File: src/rtl/jsed_pkg.sv
// Shared constants, result bundle type and character helpers for the
// JSON5 string-body unescaper. No dependencies.
`default_nettype none

package jsed_pkg;

  localparam int unsigned COUNT_WIDTH = 13;
  localparam int unsigned CFG_WIDTH   = 13;
  localparam int unsigned BYTE_WIDTH  = 8;
  localparam int unsigned SLOTS       = 4;
  localparam int unsigned CAND_SLOTS  = 3;

  localparam logic [BYTE_WIDTH-1:0] CH_BSLASH = 8'h5C;
  localparam logic [BYTE_WIDTH-1:0] CH_X      = 8'h78;
  localparam logic [BYTE_WIDTH-1:0] CH_LF     = 8'h0A;
  localparam logic [BYTE_WIDTH-1:0] CH_CR     = 8'h0D;
  localparam logic [BYTE_WIDTH-1:0] CH_B      = 8'h62;
  localparam logic [BYTE_WIDTH-1:0] CH_F      = 8'h66;
  localparam logic [BYTE_WIDTH-1:0] CH_N      = 8'h6E;
  localparam logic [BYTE_WIDTH-1:0] CH_R      = 8'h72;
  localparam logic [BYTE_WIDTH-1:0] CH_T      = 8'h74;
  localparam logic [BYTE_WIDTH-1:0] CH_V      = 8'h76;
  localparam logic [BYTE_WIDTH-1:0] CH_ZERO   = 8'h30;
  localparam logic [BYTE_WIDTH-1:0] CH_NUL    = 8'h00;

  localparam logic [CFG_WIDTH-1:0] MAX_LEN_RESET = 13'd256;

  // Results of one input beat, in order; the last slot used is the
  // terminator when has_last is set.
  typedef struct packed {
    logic [SLOTS-1:0][BYTE_WIDTH-1:0] bytes;
    logic [2:0]                       count;
    logic                             has_last;
  } jsed_bundle_t;

  // {valid, value} of a hex digit
  function automatic logic [4:0] nibble(input logic [BYTE_WIDTH-1:0] c);
    logic [4:0] r;
    r = 5'b0;
    if (c >= 8'h30 && c <= 8'h39) begin
      r = {1'b1, c[3:0]};
    end else if ((c >= 8'h61 && c <= 8'h66) || (c >= 8'h41 && c <= 8'h46)) begin
      r = {1'b1, c[3:0] + 4'd9};
    end
    return r;
  endfunction

  // Single-char escape to its byte; anything unnamed stands for itself
  function automatic logic [BYTE_WIDTH-1:0] esc_map(input logic [BYTE_WIDTH-1:0] c);
    logic [BYTE_WIDTH-1:0] r;
    r = c;
    if (c == CH_B) begin
      r = 8'h08;
    end else if (c == CH_F) begin
      r = 8'h0C;
    end else if (c == CH_N) begin
      r = 8'h0A;
    end else if (c == CH_R) begin
      r = 8'h0D;
    end else if (c == CH_T) begin
      r = 8'h09;
    end else if (c == CH_V) begin
      r = 8'h0B;
    end else if (c == CH_ZERO) begin
      r = CH_NUL;
    end
    return r;
  endfunction

endpackage

`default_nettype wire

File: src/rtl/jsed_in_if.sv
// Input channel: one raw string-body byte per beat.
// Uses jsed_pkg for widths.
`default_nettype none

interface jsed_in_if;
  logic                               valid;
  logic                               ready;
  logic [jsed_pkg::BYTE_WIDTH-1:0]    in_byte;
  logic                               end_of_string;

  modport source (output valid, output in_byte, output end_of_string, input ready);
  modport sink   (input valid, input in_byte, input end_of_string, output ready);
endinterface

`default_nettype wire

File: src/rtl/jsed_out_if.sv
// Output channel: one decoded byte or terminator per beat.
// Uses jsed_pkg for widths.
`default_nettype none

interface jsed_out_if;
  logic                               valid;
  logic                               ready;
  logic [jsed_pkg::BYTE_WIDTH-1:0]    out_byte;
  logic                               last;

  modport source (output valid, output out_byte, output last, input ready);
  modport sink   (input valid, input out_byte, input last, output ready);
endinterface

`default_nettype wire

File: src/rtl/json_string_escape_decoder.sv
// Top level of the JSON5 string-body unescaper.
// Depends on jsed_pkg, jsed_in_if, jsed_out_if, jsed_decode, jsed_result_buf.
//
//   port       dir   beat contents
//   in_ch      sink  in_byte[7:0], end_of_string
//   out_ch     src   out_byte[7:0], last
//   cfg_we     in    write max_out_len from cfg_wdata[12:0]
//
// An input beat is decoded in the cycle it is accepted; its results appear
// from the next cycle, one byte per cycle from the result register while
// out_ch is ready. Input ready stays low until the last result of a beat is
// being taken, so plain text is sustained at one beat per cycle without stalls.
// Synchronous reset empties the result register and returns to plain mode
// with max_out_len 256. Output stalls back up to the input through ready.
`default_nettype none

module json_string_escape_decoder (
  input  wire logic                             clk,
  input  wire logic                             rst,
  input  wire logic                             cfg_we,
  input  wire logic [jsed_pkg::CFG_WIDTH-1:0]   cfg_wdata,
  jsed_in_if.sink                               in_ch,
  jsed_out_if.source                            out_ch
);

  jsed_pkg::jsed_bundle_t bundle;
  logic                   in_ready;
  logic                   take;

  assign in_ch.ready = in_ready;
  assign take        = in_ch.valid && in_ready;

  jsed_decode u_decode (
    .clk           (clk),
    .rst           (rst),
    .cfg_we        (cfg_we),
    .cfg_wdata     (cfg_wdata),
    .take          (take),
    .in_byte       (in_ch.in_byte),
    .end_of_string (in_ch.end_of_string),
    .bundle        (bundle)
  );

  jsed_result_buf u_result_buf (
    .clk       (clk),
    .rst       (rst),
    .load      (take),
    .bundle    (bundle),
    .out_ready (out_ch.ready),
    .out_valid (out_ch.valid),
    .out_byte  (out_ch.out_byte),
    .out_last  (out_ch.last),
    .in_ready  (in_ready)
  );

endmodule

`default_nettype wire

File: src/rtl/jsed_decode.sv
// Escape state machine, output cap and size register; turns one input beat
// into a bundle of up to four results. Depends on jsed_pkg.
`default_nettype none

module jsed_decode (
  input  wire logic                              clk,
  input  wire logic                              rst,
  input  wire logic                              cfg_we,
  input  wire logic [jsed_pkg::CFG_WIDTH-1:0]    cfg_wdata,
  input  wire logic                              take,
  input  wire logic [jsed_pkg::BYTE_WIDTH-1:0]   in_byte,
  input  wire logic                              end_of_string,
  output jsed_pkg::jsed_bundle_t                 bundle
);

  typedef enum logic [2:0] {
    MODE_PLAIN,
    MODE_ESC,
    MODE_CR,
    MODE_HEX0,
    MODE_HEX1
  } mode_t;

  localparam logic [jsed_pkg::COUNT_WIDTH-1:0] CMAX = '1;

  mode_t                                mode, mode_next;
  logic [jsed_pkg::BYTE_WIDTH-1:0]      held, held_next;
  logic [jsed_pkg::COUNT_WIDTH-1:0]     count, count_next;
  logic [jsed_pkg::COUNT_WIDTH-1:0]     cap, cap_next;
  logic [jsed_pkg::CFG_WIDTH-1:0]       lim;
  logic [jsed_pkg::COUNT_WIDTH-1:0]     room;
  logic [jsed_pkg::BYTE_WIDTH-1:0]      cand [jsed_pkg::CAND_SLOTS];
  logic [1:0]                           nc;
  logic [1:0]                           n_emit;
  logic                                 plain;
  logic [4:0]                           nib_c, nib_h;

  always_comb begin
    lim = (cfg_wdata == '0) ? '0 : cfg_wdata - 1'b1;
    if ({{(32-jsed_pkg::CFG_WIDTH){1'b0}}, lim} <
        {{(32-jsed_pkg::COUNT_WIDTH){1'b0}}, CMAX}) begin
      cap_next = jsed_pkg::COUNT_WIDTH'(lim);
    end else begin
      cap_next = CMAX;
    end
  end

  assign nib_c = jsed_pkg::nibble(in_byte);
  assign nib_h = jsed_pkg::nibble(held);

  always_comb begin
    for (int i = 0; i < jsed_pkg::CAND_SLOTS; i++) begin
      cand[i] = '0;
    end
    nc        = '0;
    mode_next = mode;
    held_next = held;
    plain     = 1'b0;

    unique case (mode)
      MODE_PLAIN: begin
        plain = 1'b1;
      end
      MODE_ESC: begin
        mode_next = MODE_PLAIN;
        if (in_byte == jsed_pkg::CH_X) begin
          mode_next = MODE_HEX0;
        end else if (in_byte == jsed_pkg::CH_CR) begin
          mode_next = MODE_CR;
        end else if (in_byte != jsed_pkg::CH_LF) begin
          cand[nc] = jsed_pkg::esc_map(in_byte);
          nc       = nc + 2'd1;
        end
      end
      MODE_CR: begin
        mode_next = MODE_PLAIN;
        plain     = (in_byte != jsed_pkg::CH_LF);
      end
      MODE_HEX0: begin
        if (nib_c[4]) begin
          held_next = in_byte;
          mode_next = MODE_HEX1;
        end else begin
          cand[nc] = jsed_pkg::CH_X;
          nc       = nc + 2'd1;
          plain    = 1'b1;
        end
      end
      MODE_HEX1: begin
        if (nib_h[4] && nib_c[4]) begin
          mode_next = MODE_PLAIN;
          cand[nc]  = {nib_h[3:0], nib_c[3:0]};
          nc        = nc + 2'd1;
        end else begin
          cand[nc] = jsed_pkg::CH_X;
          nc       = nc + 2'd1;
          cand[nc] = held;
          nc       = nc + 2'd1;
          plain    = 1'b1;
        end
      end
      default: begin
        mode_next = MODE_PLAIN;
      end
    endcase

    if (plain) begin
      if (in_byte == jsed_pkg::CH_BSLASH) begin
        mode_next = MODE_ESC;
      end else begin
        mode_next = MODE_PLAIN;
        cand[nc]  = in_byte;
        nc        = nc + 2'd1;
      end
    end

    // flush an unfinished escape at the end of the string
    if (end_of_string) begin
      if (mode_next == MODE_ESC) begin
        cand[nc] = jsed_pkg::CH_BSLASH;
        nc       = nc + 2'd1;
      end else if (mode_next == MODE_HEX0) begin
        cand[nc] = jsed_pkg::CH_X;
        nc       = nc + 2'd1;
      end else if (mode_next == MODE_HEX1) begin
        cand[nc] = jsed_pkg::CH_X;
        nc       = nc + 2'd1;
        cand[nc] = held_next;
        nc       = nc + 2'd1;
      end
      mode_next = MODE_PLAIN;
      held_next = '0;
    end
  end

  always_comb begin
    room = (cap > count) ? cap - count : '0;
    if (room >= {{(jsed_pkg::COUNT_WIDTH-2){1'b0}}, nc}) begin
      n_emit = nc;
    end else begin
      n_emit = room[1:0];
    end
    count_next = end_of_string ? '0 : count + {{(jsed_pkg::COUNT_WIDTH-2){1'b0}}, n_emit};

    for (int i = 0; i < jsed_pkg::CAND_SLOTS; i++) begin
      bundle.bytes[i] = (2'(i) < n_emit) ? cand[i] : jsed_pkg::CH_NUL;
    end
    bundle.bytes[jsed_pkg::SLOTS-1] = jsed_pkg::CH_NUL;
    bundle.count    = {1'b0, n_emit} + {2'b0, end_of_string};
    bundle.has_last = end_of_string;
  end

  always_ff @(posedge clk) begin
    if (rst) begin
      mode  <= MODE_PLAIN;
      held  <= '0;
      count <= '0;
      cap   <= jsed_pkg::COUNT_WIDTH'(jsed_pkg::MAX_LEN_RESET - 1'b1);
    end else begin
      if (cfg_we) begin
        cap <= cap_next;
      end
      if (take) begin
        mode  <= mode_next;
        held  <= held_next;
        count <= count_next;
      end
    end
  end

endmodule

`default_nettype wire

File: src/rtl/jsed_result_buf.sv
// Result register: holds one beat's bundle and plays it out one byte per
// cycle while out_ready is high. Depends on jsed_pkg.
`default_nettype none

module jsed_result_buf (
  input  wire logic                              clk,
  input  wire logic                              rst,
  input  wire logic                              load,
  input  jsed_pkg::jsed_bundle_t                 bundle,
  input  wire logic                              out_ready,
  output logic                                   out_valid,
  output logic [jsed_pkg::BYTE_WIDTH-1:0]        out_byte,
  output logic                                   out_last,
  output logic                                   in_ready
);

  logic [jsed_pkg::SLOTS-1:0][jsed_pkg::BYTE_WIDTH-1:0] bytes;
  logic [1:0] rd;
  logic [2:0] rem;
  logic       has_last;

  assign out_valid = (rem != '0);
  assign out_byte  = bytes[rd];
  assign out_last  = has_last && (rem == 3'd1);
  assign in_ready  = (rem == '0) || (out_ready && rem == 3'd1);

  always_ff @(posedge clk) begin
    if (load) begin
      bytes    <= bundle.bytes;
      has_last <= bundle.has_last;
    end
  end

  always_ff @(posedge clk) begin
    if (rst) begin
      rd  <= '0;
      rem <= '0;
    end else if (load) begin
      rd  <= '0;
      rem <= bundle.count;
    end else if (out_valid && out_ready) begin
      rd  <= rd + 2'd1;
      rem <= rem - 3'd1;
    end
  end

endmodule

`default_nettype wire

File: src/flat_wrapper.sv
// flat-port wrapper written by rule: the top's interface ports become plain ports
module json_string_escape_decoder_flat 
  (clk, rst, cfg_we, cfg_wdata, in_ch_valid, in_ch_in_byte, in_ch_end_of_string, in_ch_ready, out_ch_valid, out_ch_out_byte, out_ch_last, out_ch_ready);
  jsed_in_if in_ch_i ();
  jsed_out_if out_ch_i ();
  input  wire logic clk;
  input  wire logic rst;
  input  wire logic cfg_we;
  input  wire logic [jsed_pkg::CFG_WIDTH-1:0] cfg_wdata;
  input wire logic [$bits(in_ch_i.valid)-1:0] in_ch_valid;
  input wire logic [$bits(in_ch_i.in_byte)-1:0] in_ch_in_byte;
  input wire logic [$bits(in_ch_i.end_of_string)-1:0] in_ch_end_of_string;
  output wire logic [$bits(in_ch_i.ready)-1:0] in_ch_ready;
  output wire logic [$bits(out_ch_i.valid)-1:0] out_ch_valid;
  output wire logic [$bits(out_ch_i.out_byte)-1:0] out_ch_out_byte;
  output wire logic [$bits(out_ch_i.last)-1:0] out_ch_last;
  input wire logic [$bits(out_ch_i.ready)-1:0] out_ch_ready;
  assign in_ch_i.valid = in_ch_valid;
  assign in_ch_i.in_byte = in_ch_in_byte;
  assign in_ch_i.end_of_string = in_ch_end_of_string;
  assign in_ch_ready = in_ch_i.ready;
  assign out_ch_valid = out_ch_i.valid;
  assign out_ch_out_byte = out_ch_i.out_byte;
  assign out_ch_last = out_ch_i.last;
  assign out_ch_i.ready = out_ch_ready;
  json_string_escape_decoder u_core (.clk(clk), .rst(rst), .cfg_we(cfg_we), .cfg_wdata(cfg_wdata), .in_ch(in_ch_i), .out_ch(out_ch_i));
endmodule
File: config.mk
export PLATFORM = sky130hd
export DESIGN_NAME = json_string_escape_decoder_flat
export DESIGN_NICKNAME = d
export VERILOG_FILES = /design/src/rtl/jsed_pkg.sv /design/src/rtl/jsed_in_if.sv /design/src/rtl/jsed_out_if.sv /design/src/rtl/json_string_escape_decoder.sv /design/src/rtl/jsed_decode.sv /design/src/rtl/jsed_result_buf.sv /design/src/flat_wrapper.sv
export SDC_FILE = /design/constraint.sdc
export NUM_CORES = 1
export LEC_CHECK = 0
export ABC_AREA = 1
export CAP_MARGIN = 0
export CORE_MARGIN = 3
export CORE_UTILIZATION = 40
export DETAILED_ROUTE_END_ITERATION = 10
export DONT_BUFFER_PORTS = 1
export PLACE_DENSITY = 0.61
export SLEW_MARGIN = 5
export SYNTH_ARGS = -nofsm -noshare
export SYNTH_HDL_FRONTEND = slang
export SYNTH_SLANG_ARGS = --single-unit
File: constraint.sdc
create_clock -name clk -period 6.6 [get_ports clk]
set_clock_uncertainty 0.2 [all_clocks]
set_input_delay 0.99 -clock clk [delete_from_list [all_inputs] [get_ports clk]]
set_output_delay 0.99 -clock clk [all_outputs]
set_load 0.05 [all_outputs]
Word-level counts from Yosys, hierarchy flattened
Cells that the tools add are included.
{"block": "totals", "ff_bits": 67, "mem_count": 0, "latch_bits": 0, "output_inout_bits": 11, "romBits": 0, "ramBits": 0, "word_cells": 165, "in_bits": 27}
{"block": "op_classes", "shifts": 0, "magnitude_cmp": 25, "reduce_logical": 23, "n_mux": 68, "eq_ne": 19, "bitwise_logic": 9, "addsub": 11, "multipliers": 0, "div_mod_pow": 0}
{"operator": "8-bit 2-to-1 mux", "count": 20}
{"operator": "24-bit 2-to-1 mux", "count": 6}
{"operator": "8-bit by 7-bit == test with 1-bit output, second input constant", "count": 8}
{"operator": "13-bit 2-to-1 mux", "count": 4}
{"operator": "24-bit bitwise mux", "count": 2}
{"operator": "8-bit demux with 2-bit select", "count": 3}
{"operator": "8-bit by 7-bit greater-or-equal comparator with 1-bit output, second input constant", "count": 4}
{"operator": "8-bit by 7-bit <= comparator with 1-bit output, second input constant", "count": 4}
{"operator": "12-bit bitwise AND", "count": 2}
{"operator": "12-bit inverter", "count": 2}
{"operator": "12-bit OR", "count": 2}
{"operator": "8-bit case mux with 3 select lines", "count": 1}
{"operator": "2-bit 2-to-1 mux", "count": 10}
{"operator": "5-bit 2-to-1 mux", "count": 4}
{"operator": "3-bit 2-to-1 mux", "count": 6}
{"operator": "8-bit binary-select mux with 2-bit select", "count": 1}
{"operator": "8-bit by 6-bit greater-or-equal comparator with 1-bit output, second input constant", "count": 2}
{"operator": "8-bit by 6-bit <= comparator with 1-bit output, second input constant", "count": 2}
{"operator": "1-bit logical AND", "count": 14}
{"operator": "13-bit by 2-bit adder with 13-bit output", "count": 1}
{"operator": "13-bit by 2-bit greater-or-equal comparator with 1-bit output", "count": 1}
{"operator": "13-bit greater-than comparator", "count": 1}
{"operator": "13-bit zero test", "count": 1}
{"operator": "13-bit less-than comparator, second input constant", "count": 1}
{"operator": "28 further kinds", "count": 53}

Depth between registers and ports, before layout
{"block": "depth", "word_depth": 23, "mapped_depth": 33, "depth_no_buf": 33}

Modules after synthesis
Synthesis repeated with hierarchy kept, for this count alone.
{"block": "hier_totals", "hier_cells": 955, "hier_area_um2": 6507.5}
{"mod": "jsed_decode", "seq_area_each_um2": 740.7, "cells_each": 827, "instances": 1, "area_per_inst_um2": 4948.5}
{"mod": "jsed_result_buf", "seq_area_each_um2": 1091.0, "cells_each": 126, "instances": 1, "area_per_inst_um2": 1551.5}
{"mod": "json_string_escape_decoder", "seq_area_each_um2": 0.0, "cells_each": 2, "instances": 1, "area_per_inst_um2": 7.5}

Worst setup path after synthesis
OpenSTA, ideal clock, no wires.
{"block": "synth_timing", "path_type": "input port to flip-flop", "startpoint": "input port in_ch_in_byte[0]", "endpoint": "register u_core.u_decode.count[12] in the netlist's numbering", "slack_ns": 0.560, "path_buffers": 1, "path_stages": 32, "required_time_ns": 6.281, "t_arrival_ns": 5.721, "setup_ns": 0.119, "path_cell_list": "clkbuf_1 > inv_1 > ha_1 > nor2_1 > nand2_1 > nand3_4 > nand2_4 > nand2_8 > nor2_4 > nor2_2 > ha_1 > o21ai_1 > nand2_4 > inv_2 > ha_1 > inv_1 > nand3_1 > nand2_1 > nor2_2 > ha_1 > a21oi_1 > nand3b_1 > nand2_2 > ha_1 > inv_1 > fa_1 > nor3_2 > nand4_1 > nor4_1 > nand3_1 > o21ai_0 > a21oi_1"}
{"block": "synth_via", "elab_chain_len": 21, "elab_cells_between_ends": 49, "classes_between": "4 x add/sub; 7 x order compare; 7 x eq/ne; 26 x mux; 5 x reduce/logical"}
{"item": "start, declared", "line": "flat_wrapper.sv:11", "source": "input wire logic [$bits(in_ch_i.in_byte)-1:0] in_ch_in_byte;"}
{"item": "8-bit by 7-bit greater-or-equal comparator with 1-bit output or 8-bit by 7-bit <= comparator with 1-bit output (tied branches)", "line": "jsed_pkg.sv:42", "source": "end else if ((c >= 8'h61 && c <= 8'h66) || (c >= 8'h41 && c <= 8'h46)) begin"}
{"item": "1-bit logical AND", "line": "jsed_pkg.sv:42"}
{"item": "1-bit logical OR", "line": "jsed_pkg.sv:42"}
{"item": "5-bit 2-to-1 mux", "line": "jsed_pkg.sv:42"}
{"item": "5-bit 2-to-1 mux", "line": "jsed_pkg.sv:40", "source": "if (c >= 8'h30 && c <= 8'h39) begin"}
{"item": "1-bit logical AND", "line": "jsed_decode.sv:90", "source": "if (nib_h[4] && nib_c[4]) begin"}
{"item": "2-bit 2-to-1 mux", "line": "jsed_decode.sv:90"}
{"item": "2-bit case mux with 3 select lines", "line": "jsed_decode.sv:60", "source": "unique case (mode)"}
{"item": "(+5 left out)"}
{"item": "2-bit 2-to-1 mux", "line": "jsed_decode.sv:125", "source": "end else if (mode_next == MODE_HEX1) begin"}
{"item": "2-bit 2-to-1 mux", "line": "jsed_decode.sv:122", "source": "end else if (mode_next == MODE_HEX0) begin"}
{"item": "2-bit 2-to-1 mux", "line": "jsed_decode.sv:119", "source": "if (mode_next == MODE_ESC) begin"}
{"item": "2-bit 2-to-1 mux *", "line": "jsed_decode.sv:118", "source": "if (end_of_string) begin"}
{"item": "13-bit by 2-bit greater-or-equal comparator with 1-bit output", "line": "jsed_decode.sv:138", "source": "if (room >= {{(jsed_pkg::COUNT_WIDTH-2){1'b0}}, nc}) begin"}
{"item": "2-bit 2-to-1 mux *", "line": "jsed_decode.sv:138"}
{"item": "13-bit by 2-bit adder with 13-bit output *", "line": "jsed_decode.sv:143", "source": "count_next = end_of_string ? '0 : count + {{(jsed_pkg::COUNT_WIDTH-2){1'b0}}, n_emit};"}
{"item": "13-bit 2-to-1 mux *", "line": "jsed_decode.sv:143"}
{"item": "end signal, assigned", "line": "jsed_decode.sv:166", "source": "count <= count_next;"}
{"item": "end, declared", "line": "jsed_decode.sv:28", "source": "logic [jsed_pkg::COUNT_WIDTH-1:0] count, count_next;"}
Mark *: on every way between the ends. The rest lies on a longest branch, timed or not.
A chain may end at the register's enable or synchronous reset.

Worst setup path in the final report
{"block": "layout_timing", "startpoint": "input port in_ch_in_byte[1]", "endpoint": "register u_core.u_decode.count[12] in the netlist's numbering"}
The elaborated chain is that of the path after synthesis.

==> impl_metrics.csv <==
group,metric,value,unit
sta,slew_headroom,31.9,%
synthesis,ys_ff_latch,67,
cts,h-tree-depth,3,
die,design.die.area,0.0159,mm^2
sta,finalSetupViolCount,0,
global_routing,antenna_found_initial,0,
cts,cts.root.buffer_cell,"clkbuf_16",
cts,cts.sinks,67,
finish,final_cells,1035,
route,num_vias,5393,
cts,cts_tree,"built",
cts,post_cts_buffers,0,
worst_setup_path,crit_path_max_fanout,10,
place,dp_cells,1019,
worst_setup_path,crit_family,"simple AND/OR/NAND/NOR gates",
finish,fill_cells,1482,
cts,postCtsResizedCells,0,
place,port_buffers,0,
synthesis,synthArstFlopShare,0,%
power,powerDensity,257,mW/mm^2
synthesis,ys_types,49,
worst_setup_path,path_class,"in -> reg",
worst_setup_path,critPathMaxStageDelay,440,ps
power,p_leak,0.00272,uW
route,vias_per_cell,5.21,
finish,layout_commonest_cell,"nand2_1",
worst_setup_path,endpoint_kind,"register",
sta,finalMaxSlewViolations,0,
cts,cts_buffers,9,
route,drtPass1Iterations,5,
route,routedWlPerCell,14.3,um
synthesis,netlist_area,0.00578,mm^2
route,drc,0,
cts,clockBufferDepth,2,
synthesis,postSynthCellCount,859,
sta,rsz0062_at_grt,"false",
finish,fin_util,45.2,%
power,ir_drop,0.000156,V
cts,clk_latency,350,ps
worst_setup_path,worstPathArrival,6040,ps
die,ios,38,
run_status,status,"completed",
sta,hold_violations,0,
place,place_ws,331,ps
finish,mostFrequentLayoutCells,"179 x nand2_1, 105 x inv_1, 95 x nor2_1",
worst_setup_path,setup.worst_path.start_class,"primary input",
global_routing,overflow,0,
sta,fmax,167,MHz
global_routing,grt_pass1_wl,25.0,mm
finish,n_antenna_cell,0,
die,start_util,41.4,%
synthesis,syn_nets,925,
min_path,hold_path_class,"reg -> reg",
finish,area_growth_syn_to_layout,9.30,%
synthesis,synthFlopType,"dfxtp_1",
worst_setup_path,cp_common_cell,"ha_1",
sta,fin_crit,6010,ps
place,dp_hpwl,11.8,mm
sta,period_share,91.0,%
synthesis,synth_edf_count,25,
cts,cts.clk_slew.worst_paths,60,ps
cts,cts_hold_buffers,0,
synthesis,seq_area_frac_synth,27.5,%
global_routing,grt_max_degree,32,
synthesis,yosysWarnings,0,
global_routing,grt_usage,19.1,%
sta,setup_tns,0,ps
route,drtAntennaViolNets,0,
power,power.total,1630,uW
finish,layout-drive-gt1-share,10.1,%
finish,fin_nets,916,
die,die_y,126,um
die,die_w,126,um
place,place.gp.congestion,0.977,
worst_setup_path,required,6640,ps
synthesis,synth_area_per_cell,6.73,um^2
worst_setup_path,cp_num_buf_inv,5,
route,drt_first_iter_violations,374,
die,coreArea,0.0140,mm^2
sta,worstMarginPinSlew,1020,ps
route,drt_wl_total,14.8,mm
sta,fin_ws,595,ps
worst_setup_path,cpMaxStageDelayCell,"fa_1",
global_routing,grt_pass1_vias,5094,
die,num_rows,43,
job,cap_violations,0,
[worst min-delay path: cells and delay by family (launching register included)]
kind | cells | cell delay [ps]
compound gates | 1 | 70
buf+inv | 1 | 80
flops | 1 | 290
[cell families after synthesis]
logic type / count (synthesis) / share of synthesized area, %
AND/OR/NAND/NOR: 437 / 36.3
AO/OA/AOI/OAI: 162 / 15.8
buffers and inverters: 140 / 9.37
flip-flops: 67 / 27.5
adder cells (fa/ha/maj): 39 / 8.70
XOR/XNOR: 14 / 2.25
[report_power, final]
| group | internal [uW] | leakage, uW | switching [uW] | total (uW) |
|---|---|---|---|---|
| Combinational | 125 | 0.00196 | 388 | 513 |
| Sequential | 511 | 0.000584 | 36.0 | 547 |
| Clock | 378 | 0.000173 | 189 | 567 |
| Total | 1010 | 0.00272 | 613 | 1630 |
[state kept, by name (all words and copies together), names as in the netlist]
register / count
u_core.u_decode.mode: 3
u_core.u_result_buf.has_last: 1
u_core.u_result_buf.rd: 2
u_core.u_decode.count: 13
u_core.u_result_buf.rem: 3
u_core.u_result_buf.bytes: 24
u_core.u_decode.cap: 13
u_core.u_decode.held: 8
[synthesized netlist by cell type (all sizes together), types with 2 or more instances]
library cell,n,area [um^2]
nand2,197,871
inv,116,435
nor2,113,494
nand3,79,423
o21ai,64,328
a21oi,58,294
dfxtp,42,841
ha,37,463
edfxtp,25,751
nand4,19,131
nor3,15,85.1
clkbuf,14,52.6
o22ai,10,62.6
o31ai,10,75.1
buf,8,46.3
xor2,8,77.6
nand3b,6,45.0
xnor2,6,52.6
o211ai,5,37.5
a21boi,3,22.5
nor4,3,18.8
o2111ai,3,26.3
a211oi,2,15.0
clkinv,2,7.51
fa,2,40.0
nor3b,2,15.0
o21a,2,15.0
or2,2,12.5
[layout make-up]
type / instances / area (um^2) / share of cell area (%)
Clock inverter: 4 / 77.6 / 1.23
Tap cell: 180 / 225 / 3.56
Sequential cell: 67 / 1590 / 25.2
Multi-Input combinational cell: 652 / 3690 / 58.4
Inverter: 118 / 443 / 7.01
Timing Repair Buffer: 2 / 15.0 / 0.237
Clock buffer: 12 / 279 / 4.41
[path summary, 6_finish.rpt]
kind                                                start                        end  slack (ps)  depth (start not counted)
worst max-delay path                     in_ch_in_byte[1]  u_core.u_decode.count[12]         590                         30
worst max register to register    u_core.u_decode.held[0]  u_core.u_decode.count[12]         760                         31
worst min register to register  u_core.u_decode.count[12]  u_core.u_decode.count[12]         290                          2
worst min-delay path            u_core.u_decode.count[12]  u_core.u_decode.count[12]         290                          2
[routing by layer]
layer  vias to the layer above  GRT usage [%]  part of all wire [%]
met5                         -              0                     0
met4                         0           6.25                   2.2
met3                        29           5.05                   6.4
met2                       172           27.4                    40
met1                      2341           27.7                    51
li1                       2851              -                     -
[per-stage QoR]
step,cell area (um^2),hold slack (ps)
3_5_place_dp,5970,280
2_1_floorplan,5780,245
5_1_grt,6320,311
6_report,6320,288
4_1_cts,6320,289
3_3_place_gp,5970,266
Power figures use the tool's default switching activity.
